<file path="config.mk">
export PLATFORM = sky130hd
export DESIGN_NAME = fault_persistence_monitor_core
export DESIGN_NICKNAME = d
export VERILOG_FILES = /design/src/sv/fpm_pkg.sv /design/src/sv/fpm_ctrl.sv /design/src/sv/fpm_datapath.sv /design/src/sv/fault_persistence_monitor_core.sv
export SDC_FILE = /design/constraint.sdc
export NUM_CORES = 1
export LEC_CHECK = 0
export BUFFER_PORTS_ARGS = -buffer_cell sky130_fd_sc_hd__buf_2
export CORE_MARGIN = 3
export CORE_UTILIZATION = 35
export CTS_CLUSTER_DIAMETER = 60
export DETAILED_ROUTE_END_ITERATION = 10
export GPL_TIMING_DRIVEN = 1
export MAX_ROUTING_LAYER = met4
export SLEW_MARGIN = 10
export SYNTH_ARGS = -nofsm -noshare
export SYNTH_HDL_FRONTEND = slang
export SYNTH_SLANG_ARGS = --single-unit
</file>
<file path="constraint.sdc">
create_clock -name clk_i -period 5.2 [get_ports clk_i]
set_input_delay 0 -clock clk_i [delete_from_list [all_inputs] [get_ports clk_i]]
set_output_delay 0 -clock clk_i [all_outputs]
set_load 0.005 [all_outputs]
</file>
<file path="src/sv/fpm_pkg.sv">
// shared types and constants for the fault persistence monitor
`timescale 1ns / 1ps

package fpm_pkg;

  // table geometry, fixed by the stream field widths
  localparam int NUM_FAULTS     = 6;
  localparam int FAULT_IDX_W    = 3;
  localparam int OP_W           = 3;
  localparam int SUM_W          = $clog2(NUM_FAULTS + 1);
  localparam int COUNT_BITS_DEF = 16;
  localparam int OUT_COUNT_W    = 16;
  localparam int CONSEC_W       = 8;
  localparam int THRESH_W       = 8;
  localparam logic [THRESH_W-1:0] THRESH_RST = THRESH_W'(3);

  // stream payload widths, padded to whole bytes
  localparam int IN_TDATA_W  = 8;
  localparam int OUT_FIELD_W = 2 * NUM_FAULTS + 1 + FAULT_IDX_W + SUM_W + OUT_COUNT_W + 2;
  localparam int OUT_TDATA_W = ((OUT_FIELD_W + 7) / 8) * 8;

  typedef enum logic [OP_W-1:0] {
    OP_QUERY = 3'd0,
    OP_SET   = 3'd1,
    OP_CLEAR = 3'd2,
    OP_COUNT = 3'd3,
    OP_TICK  = 3'd4,
    OP_RESET = 3'd5
  } op_e;

  typedef enum logic [1:0] {
    ST_IDLE,
    ST_EXEC,
    ST_SEND
  } ctrl_state_e;

  typedef struct packed {
    logic capture;  // latch the incoming request
    logic execute;  // apply request to the table and register the result
  } fpm_cmd_t;

endpackage

</file>
<file path="src/sv/fpm_ctrl.sv">
// controller state machine: request handshake, execute step, result handshake
`timescale 1ns / 1ps

module fpm_ctrl (
  input  logic            clk_i,
  input  logic            rst_ni,
  input  logic            s_axis_tvalid,
  output logic            s_axis_tready,
  output logic            m_axis_tvalid,
  input  logic            m_axis_tready,
  output fpm_pkg::fpm_cmd_t cmd_o
);

  fpm_pkg::ctrl_state_e state_q, state_d;

  always_ff @(posedge clk_i or negedge rst_ni) begin
    if (!rst_ni) begin
      state_q <= fpm_pkg::ST_IDLE;
    end else begin
      state_q <= state_d;
    end
  end

  always_comb begin
    state_d = state_q;
    unique case (state_q)
      fpm_pkg::ST_IDLE: begin
        if (s_axis_tvalid) state_d = fpm_pkg::ST_EXEC;
      end
      fpm_pkg::ST_EXEC: begin
        state_d = fpm_pkg::ST_SEND;
      end
      fpm_pkg::ST_SEND: begin
        if (m_axis_tready) state_d = fpm_pkg::ST_IDLE;
      end
      default: state_d = fpm_pkg::ST_IDLE;
    endcase
  end

  always_comb begin
    s_axis_tready = 1'b0;
    m_axis_tvalid = 1'b0;
    cmd_o         = '0;
    unique case (state_q)
      fpm_pkg::ST_IDLE: begin
        s_axis_tready = 1'b1;
        cmd_o.capture = s_axis_tvalid;
      end
      fpm_pkg::ST_EXEC: begin
        cmd_o.execute = 1'b1;
      end
      fpm_pkg::ST_SEND: begin
        m_axis_tvalid = 1'b1;
      end
      default: begin
        s_axis_tready = 1'b0;
      end
    endcase
  end

endmodule

</file>
<file path="src/sv/fpm_datapath.sv">
// fault table, threshold register, tick logic and result register
`timescale 1ns / 1ps

module fpm_datapath #(
  parameter int COUNT_BITS = fpm_pkg::COUNT_BITS_DEF
) (
  input  logic                                clk_i,
  input  logic                                rst_ni,
  input  fpm_pkg::fpm_cmd_t                   cmd_i,
  input  logic [fpm_pkg::IN_TDATA_W-1:0]      req_data_i,
  input  logic                                cfg_wr_i,
  input  logic [fpm_pkg::THRESH_W-1:0]        cfg_data_i,
  output logic [fpm_pkg::OUT_TDATA_W-1:0]     res_data_o
);

  localparam int NF  = fpm_pkg::NUM_FAULTS;
  localparam int IW  = fpm_pkg::FAULT_IDX_W;
  localparam int CW  = fpm_pkg::CONSEC_W;
  localparam int SW  = fpm_pkg::SUM_W;
  localparam int OCW = fpm_pkg::OUT_COUNT_W;
  localparam int PAD = fpm_pkg::OUT_TDATA_W - fpm_pkg::OUT_FIELD_W;

  logic [fpm_pkg::THRESH_W-1:0] thresh_q;
  logic [fpm_pkg::OP_W-1:0]     op_q;
  logic [IW-1:0]                idx_q;

  logic [NF-1:0]         act_q, act_d;
  logic [NF-1:0]         pers_q, pers_d;
  logic [COUNT_BITS-1:0] occ_q [NF];
  logic [COUNT_BITS-1:0] occ_d [NF];
  logic [CW-1:0]         con_q [NF];
  logic [CW-1:0]         con_d [NF];
  logic                  pf_q, pf_d;
  logic [IW-1:0]         ps_q, ps_d;
  logic [SW-1:0]         pn_q, pn_d;
  logic [SW-1:0]         total;
  logic                  idx_ok;

  logic [COUNT_BITS-1:0]     addr_occ;
  logic [OCW+COUNT_BITS-1:0] addr_occ_ext;
  logic [OCW-1:0]            addr_count;
  logic                      addr_act;
  logic                      addr_pers;
  logic [fpm_pkg::OUT_TDATA_W-1:0] res_q;

  assign idx_ok = (idx_q < IW'(NF));

  always_ff @(posedge clk_i or negedge rst_ni) begin
    if (!rst_ni) begin
      thresh_q <= fpm_pkg::THRESH_RST;
    end else if (cfg_wr_i) begin
      thresh_q <= cfg_data_i;
    end
  end

  always_ff @(posedge clk_i) begin
    if (cmd_i.capture) begin
      op_q  <= req_data_i[fpm_pkg::OP_W-1:0];
      idx_q <= req_data_i[fpm_pkg::OP_W+IW-1:fpm_pkg::OP_W];
    end
  end

  // next table contents for the latched request
  always_comb begin
    act_d  = act_q;
    pers_d = pers_q;
    occ_d  = occ_q;
    con_d  = con_q;
    pf_d   = pf_q;
    ps_d   = ps_q;
    pn_d   = pn_q;
    total  = '0;
    case (op_q)
      fpm_pkg::OP_SET: begin
        if (idx_ok) begin
          act_d[idx_q] = 1'b1;
          if (occ_q[idx_q] != '1) occ_d[idx_q] = occ_q[idx_q] + COUNT_BITS'(1);
        end
      end
      fpm_pkg::OP_CLEAR: begin
        if (idx_ok) act_d[idx_q] = 1'b0;
      end
      fpm_pkg::OP_COUNT: begin
        if (idx_ok && occ_q[idx_q] != '1) occ_d[idx_q] = occ_q[idx_q] + COUNT_BITS'(1);
      end
      fpm_pkg::OP_TICK: begin
        pf_d = 1'b0;
        ps_d = IW'(NF);
        for (int i = 0; i < NF; i++) begin
          if (act_q[i]) begin
            // lowest active source wins
            if (!pf_d) begin
              pf_d = 1'b1;
              ps_d = IW'(i);
            end
            if (con_q[i] != '1) con_d[i] = con_q[i] + CW'(1);
            if (con_d[i] >= thresh_q) begin
              pers_d[i] = 1'b1;
              total     = total + SW'(1);
            end
          end else begin
            con_d[i]  = '0;
            pers_d[i] = 1'b0;
          end
        end
        pn_d = total;
      end
      fpm_pkg::OP_RESET: begin
        act_d  = '0;
        pers_d = '0;
        pf_d   = 1'b0;
        ps_d   = IW'(NF);
        pn_d   = '0;
        for (int i = 0; i < NF; i++) begin
          occ_d[i] = '0;
          con_d[i] = '0;
        end
      end
      default: begin
        act_d = act_q;
      end
    endcase
  end

  always_ff @(posedge clk_i or negedge rst_ni) begin
    if (!rst_ni) begin
      act_q  <= '0;
      pers_q <= '0;
      pf_q   <= 1'b0;
      ps_q   <= IW'(NF);
      pn_q   <= '0;
      for (int i = 0; i < NF; i++) begin
        occ_q[i] <= '0;
        con_q[i] <= '0;
      end
    end else if (cmd_i.execute) begin
      act_q  <= act_d;
      pers_q <= pers_d;
      pf_q   <= pf_d;
      ps_q   <= ps_d;
      pn_q   <= pn_d;
      occ_q  <= occ_d;
      con_q  <= con_d;
    end
  end

  // view of the addressed source after the step, zero when out of range
  always_comb begin
    addr_occ  = '0;
    addr_act  = 1'b0;
    addr_pers = 1'b0;
    if (idx_ok) begin
      addr_occ  = occ_d[idx_q];
      addr_act  = act_d[idx_q];
      addr_pers = pers_d[idx_q];
    end
  end

  assign addr_occ_ext = {{OCW{1'b0}}, addr_occ};
  assign addr_count   = addr_occ_ext[OCW-1:0];

  always_ff @(posedge clk_i) begin
    if (cmd_i.execute) begin
      res_q <= {{PAD{1'b0}}, addr_pers, addr_act, addr_count, pn_d, ps_d, pf_d, pers_d, act_d};
    end
  end

  assign res_data_o = res_q;

endmodule

</file>
<file path="src/sv/fault_persistence_monitor_core.sv">
// fault persistence monitor top level: stream ports, threshold write port
// flow: a request is accepted in idle, applied to the table in the execute step,
//   where its result is registered, and offered in the send state
// a new request is accepted only after the last result has been taken, following the
//   idle / execute / send sequence of the controller; the result holds until taken
// reset: asynchronous active low, clears the fault table and summary,
//   primary index reads as the number of sources, threshold returns to 3
`timescale 1ns / 1ps

module fault_persistence_monitor_core #(
  parameter int COUNT_BITS = fpm_pkg::COUNT_BITS_DEF
) (
  input  logic                              clk_i,
  input  logic                              rst_ni,
  input  logic                              s_axis_tvalid,
  output logic                              s_axis_tready,
  // [2:0] operation, [5:3] fault_index, [7:6] zero
  input  logic [fpm_pkg::IN_TDATA_W-1:0]    s_axis_tdata,
  output logic                              m_axis_tvalid,
  input  logic                              m_axis_tready,
  // [5:0] active_mask, [11:6] persistent_mask, [12] primary_valid,
  // [15:13] primary_index, [18:16] persistent_total, [34:19] addressed_count,
  // [35] addressed_active, [36] addressed_persistent, [39:37] zero
  output logic [fpm_pkg::OUT_TDATA_W-1:0]   m_axis_tdata,
  input  logic                              cfg_valid_i,
  output logic                              cfg_ready_o,
  input  logic [fpm_pkg::THRESH_W-1:0]      cfg_data_i
);

  fpm_pkg::fpm_cmd_t cmd;

  assign cfg_ready_o = 1'b1;

  fpm_ctrl u_ctrl (
    .clk_i         (clk_i),
    .rst_ni        (rst_ni),
    .s_axis_tvalid (s_axis_tvalid),
    .s_axis_tready (s_axis_tready),
    .m_axis_tvalid (m_axis_tvalid),
    .m_axis_tready (m_axis_tready),
    .cmd_o         (cmd)
  );

  fpm_datapath #(
    .COUNT_BITS (COUNT_BITS)
  ) u_datapath (
    .clk_i      (clk_i),
    .rst_ni     (rst_ni),
    .cmd_i      (cmd),
    .req_data_i (s_axis_tdata),
    .cfg_wr_i   (cfg_valid_i),
    .cfg_data_i (cfg_data_i),
    .res_data_o (m_axis_tdata)
  );

endmodule

</file>
==> metrics.yaml, run 1 <==
power_and_ir_drop:
  seq_power_share_pct: 41.4
  power.density_mw_per_mm2: 358
  cell_internal_pwr_w: 0.00349
  clockPowerShare_pct: 33.5
  p_leak_nw: 6.35
  p_sw_w: 0.00179
  power_w: 0.00529
  swShare_pct: 33.9
  combinationalPowerShare_pct: 25.1
  peakVddDrop_v: 0.000250
placement:
  dp_cells: 1744
  port_buffers: 57
  place.detailed.hpwl_um: 25600
  globalplace.congestion: 0.921
floorplanning:
  ios: 64
  core_mm2: 0.0347
  die_h_um: 194
  die_x_um: 194
  start_util_pct: 35.7
  rows: 68
  die-area_mm2: 0.0377
logic_synthesis:
  ys_seq_area_share_pct: 45.4
  synth_commonest_cells: "169 x dfrtp_1, 143 x nand2_1, 108 x o21ai_0, 78 x nor2_1, 60 x ha_1"
  synth_top_cell_by_area: "dfrtp_1"
  yosysWarnings: 0
  synth.area.top_cells: "dfrtp_1 34%, edfxtp_1 10%, ha_1 6.1%"
  synthFlopType: "dfrtp_1"
  synth_top_cell_area_share_pct: 34.1
  ys_ff_latch: 216
  synthArstFlopShare_pct: 80.1
  synthCells: 1235
  synth_edf_count: 43
  syn_area_mm2: 0.0124
  synth_cell_types: 78
  yosysMostFrequentCell: "dfrtp_1"
  synth.avg_cell_area_um2: 10.0
clocking:
  clock_sink_count: 216
  cts.clk_slew.worst_paths_ps: 60
  cts_tree: "built"
  worstSkewPairLatency_ps: 540
  cts_buffers: 26
  cts-root-buf: "clkbuf_16"
  cts_buffer_depth: 3
  htree_levels: 1
layout:
  nets: 1434
  num_antenna_cells: 0
  syn_to_final_growth_pct: 19.1
  final_cells: 1828
  drive_gt1_share_pct: 16.8
sta:
  skew_ps: 12.7
  rsz0062_at_grt: "yes"
  setup_viol: 0
  fin_crit_ps: 5140
  finalCritPeriodShare_pct: 98.9
  finalHoldViolCount: 0
  max_freq_mhz: 194
  relSlewSlack_pct: 27.2
  worstMarginPinSlew_ps: 1090
  slew_viol_final: 0
worst_setup_path:
  cp-end-kind: "flip-flop"
  crit_type: "flip-flop to flip-flop"
  reg2reg_setup_slack_ps: 60
  ff2ff_path_depth: 25
  path_max_fanout: 3
  worst_r2r_endpoint: "u_datapath.res_data_o[17]"
  r2r-start: "u_datapath.con_q[33]"
  crit_path_max_incr_delay_ps: 400
  critPathSlowestCell: "o41a_1"
  cp.arrival_ps: 5430
  cp.required_ps: 5490
  startpoint_type: "flip-flop"
routing:
  drt_iter0_drc: 880
  ant_nets: 0
  wl_um: 37900
  vias: 10600
  drt-pass1-iter-count: 5
  wl_per_cell_um: 20.7
  via_per_inst: 5.79
  drc: 0
worst_hold_path:
  hp-start: "s_axis_tdata[1]"
  hold_path_depth: 2
  hold_path_end: "u_datapath.op_q[1]"
  hold_path_class: "input pin to flip-flop"
grt:
  grt_max_degree: 62
  grt_pass1_wl_um: 59900
  grt_overflow: 0
  antenna_found_initial: 1
  globalRouteTotalUtil_pct: 20.2
  grt_pass1_vias: 10500
outcome:
  outcome: "completed"
run:
  cap_violations: 0
layout make-up:
cell class	instances	area, µm²
Sequential cell	216	5630
Clock inverter	16	150
Clock buffer	32	683
Multi-Input combinational cell	927	6460
Tap cell	455	569
Inverter	24	90.1
Timing Repair Buffer	158	1170
Fill cell	3361	20000
logic make-up after synthesis:
kind of cell / Yosys count / synth area share [%]
AO/OA/AOI/OAI: 405 / 23.0
AND/OR/NAND/NOR: 366 / 14.0
flip-flops: 216 / 45.4
buffers and inverters: 94 / 3.84
adder cells (fa/ha/maj): 60 / 6.06
multiplexers: 48 / 4.23
XOR/XNOR: 44 / 3.39
other: 2 / 0.0606
critical path, delay by kind of cell, from the launching register on:
| kind | cells | cell delay, ps |
|---|---|---|
| DFF | 1 | 380 |
| and+or+nand+nor | 9 | 1040 |
| xor gates and xnor gates | 1 | 150 |
| adders and majority gates | 7 | 1790 |
| AOI/OAI and AO/OA | 8 | 1520 |
sequential cells by signal, indices dropped and copies added, names as in the netlist:
signal and count:
u_datapath.pn_q 3, u_datapath.con_q 48, u_datapath.ps_q 3, u_datapath.thresh_q 8, u_datapath.res_data_o 37, u_datapath.occ_q 96
u_datapath.pers_q 6, u_datapath.op_q 3, u_ctrl.state_q 2, u_datapath.act_q 6, u_datapath.pf_q 1, u_datapath.idx_q 3
how the worst max path moves through the flow:
stage                                      to                  from
floorplan           u_datapath.res_data_o[17]  u_datapath.con_q[32]
finish              u_datapath.res_data_o[17]  u_datapath.con_q[33]
detailed placement  u_datapath.res_data_o[17]  u_datapath.con_q[33]
CTS                 u_datapath.res_data_o[17]  u_datapath.con_q[32]
global placement    u_datapath.res_data_o[17]  u_datapath.con_q[33]
global route        u_datapath.res_data_o[18]  u_datapath.con_q[33]
layer usage:
layer / track usage [%] / vias to the layer above / routed length, µm
li1: - / 4874 / -
met1: 27.5 / 5273 / 17000
met2: 31.7 / 364 / 17800
met3: 2.69 / 69 / 2210
met4: 5.88 / 0 / 850
met5: - / - / 0
stage by stage:
stage	util, %	setup WS [ps]	area (µm²)	hold WS, ps	TNS [ps]
finish	42.5	58.2	14800	169	0
global route	42.5	-121	14800	153	-269
CTS	42.2	14.9	14700	135	0
detailed placement	38.7	-126	13400	4.24	-236
global placement	38.7	-49.4	13400	1.25	-67.8
floorplan	-	-19.0	12400	-296	-19.0
cells in the final DEF, fill, tap and decap left out, drive strengths merged, types with 5 or more instances in the layout:
cell	instances
dfrtp	169
nand2	144
buf	125
o21ai	117
nor2	81
ha	60
a21oi	57
a22o	54
nand3	46
edfxtp	43
a32o	37
dlygate4sd3	33
xnor2	32
clkbuf	32
mux2i	31
inv	25
nand2b	21
o22ai	15
mux2	15
a21o	14
nand4	14
a22oi	13
nor3	12
a31oi	12
o2bb2ai	12
and2	12
clkinv	12
o21a	11
xor2	10
a211oi	9
a221oi	8
a41oi	8
nor2b	7
nor3b	7
a221o	6
o22a	6
and3	6
o211ai	5
power by group through the flow:
stage               combinational (W)  clock (W)  sequential [W]
finish                        0.00133    0.00177         0.00219
global route                  0.00145    0.00190         0.00221
CTS                           0.00132    0.00182         0.00218
detailed placement            0.00128          0         0.00221
global placement              0.00127          0         0.00221
floorplan                    0.000848          0         0.00212
repair_timing:
action	4_1_cts	5_1_grt
gates resized for setup	8	17
hold buffers	34	0
endpoints found under the hold margin	75	0
pin swaps	15	16
endpoints found under the setup margin	3	4
buffers inserted	0	2
Power figures use the tool's default switching activity.
==> run 2: changes to the inputs <==
SETUP_SLACK_MARGIN = 0.1   (was unset)
==> run 2 against run 1 <==
Total power increased by 3.9%. Die area unchanged. First-iteration DRC count decreased by 1.8%. Highest routed layer unchanged.
==> metrics.yaml, run 2 (synthesis results as in run 1) <==
outcome:
  outcome: "completed"
run:
  cap_violations: 0
layout:
  final_cell_mix: "168 x dfrtp_1, 141 x nand2_1, 103 x o21ai_0"
  regMostFlops: "u_datapath.occ_q"
  fin_area_mm2: 0.0148
  final_common_cell: "dfrtp_1"
  syn_to_final_growth_pct: 19.7
  nets: 1434
  largest_reg_flops: 96
  drive_gt1_share_pct: 17.2
  num_antenna_cells: 0
sta:
  finalCritPeriodShare_pct: 99.7
  slew_viol_final: 0
  finalHoldViolCount: 0
  rsz0062_at_grt: "yes"
  setup_viol: 0
  worst_slack_ps: 16.7
  worstMarginPinSlew_ps: 1260
  skew_ps: 23.3
  fin_crit_ps: 5180
  relSlewSlack_pct: 15.4
  max_freq_mhz: 193
  fin_hold_ws_ps: 21.3
routing:
  via_per_inst: 5.75
  wl_per_cell_um: 20.6
  drc: 0
  drt_iter0_drc: 864
  drt-pass1-iter-count: 6
  wl_um: 37700
  vias: 10500
  ant_nets: 0
power_and_ir_drop:
  peakVddDrop_v: 0.000246
  power_w: 0.00549
  p_leak_nw: 6.38
  power.density_mw_per_mm2: 370
worst_setup_path:
  cp-end-kind: "flip-flop"
  crit_type: "flip-flop to flip-flop"
  cp.arrival_ps: 5600
  path_max_fanout: 5
  startpoint_type: "flip-flop"
  cp.required_ps: 5610
placement:
  place.detailed.hpwl_um: 25600
  port_buffers: 57
  place_area_mm2: 0.0134
  pre_cts_ws_ps: -152
  globalplace.congestion: 0.912
floorplanning:
  core_mm2: 0.0347
  die_x_um: 194
  rows: 68
  start_util_pct: 35.7
  die-area_mm2: 0.0377
  die_h_um: 194
  ios: 64
clocking:
  cts-root-buf: "clkbuf_16"
  cts_tree: "built"
  cts_buffers: 28
  clock_sink_count: 216
  cts.clk_slew.worst_paths_ps: 60
  htree_levels: 1
  cts_buffer_depth: 3
  worstSkewPairLatency_ps: 560
grt:
  grt_pass1_vias: 10400
  grt_max_degree: 105
  grt_overflow: 0
  grt_pass1_wl_um: 59700
  globalRouteTotalUtil_pct: 20.0
  antenna_found_initial: 0
worst_hold_path:
  hold_path_class: "input pin to async pin"
[run 2: layout make-up]
class                           instances  area (µm²)
Fill cell                            3363       19900
Multi-Input combinational cell        927        6450
Sequential cell                       216        5630
Timing Repair Buffer                  156        1130
Clock buffer                           33         719
Tap cell                              455         569
Clock inverter                         19         236
Inverter                               24        90.1
[run 2: where the power goes]
part / internal (W) / switching (W)
Sequential: 0.00198 / 0.000221
Combinational: 0.000461 / 0.000840
Clock: 0.00120 / 0.000789
Total: 0.00364 / 0.00185
[run 2: timing repair]
action	CTS	global route
pin swaps	18	10
setup endpoints to repair	4	4
setup buffers	2	1
hold buffers	32	0
resized for setup	9	15
hold endpoints to repair	91	0
cloned	0	0
[run 2: worst paths after layout]
path                                       from                         to  slack, ps  cells past startpoint
setup / recovery           u_datapath.con_q[33]  u_datapath.res_data_o[18]         20                     26
hold / removal                           rst_ni     u_datapath.thresh_q[5]         20                      2
setup reg to reg           u_datapath.con_q[33]  u_datapath.res_data_o[18]         20                     26
hold reg to reg            u_datapath.occ_q[11]       u_datapath.occ_q[11]        480                      2
max in group asynchronous                rst_ni        u_datapath.occ_q[5]       4100                      3
min in group clk_i              s_axis_tdata[4]        u_datapath.idx_q[1]        150                      2
[run 2: worst max-delay path, stage by stage, from the launching register on]
cell and delay, ps:
dfrtp_1 380, ha_2 190, and2_4 140, nand3_4 100, and4_4 220, nand3_2 80, xnor2_2 150, ha_1 310
buf_4 150, a21oi_2 120, o21ai_1 80, o41a_1 400, ha_1 290, a22o_1 210, a31o_2 240, ha_4 210
and3_4 140, a21o_1 180, ha_4 290, nor2_4 30, nor2_1 130, ha_1 270, o2bb2ai_4 160, ha_4 170
nand2_2 50, xnor3_1 240, o21ai_1 130
[run 2: layer usage]
metal	track usage [%]	vias to the layer above	routed length, µm
met3	2.59	71	2190
met1	27.3	5195	17200
li1	-	4891	-
met5	-	-	0
met2	31.5	358	17400
met4	5.77	0	916
[run 2: stage by stage]
stage | std cells | util (%) | setup TNS (ps)
after floorplan | 1237 | - | -7.55
after global placement | 1743 | 38.6 | -59.5
after detailed placement | 1743 | 38.6 | -361
after CTS | 1829 | 42.5 | 0
after global routing | 1830 | 42.7 | -424
final | 1830 | 42.7 | 0
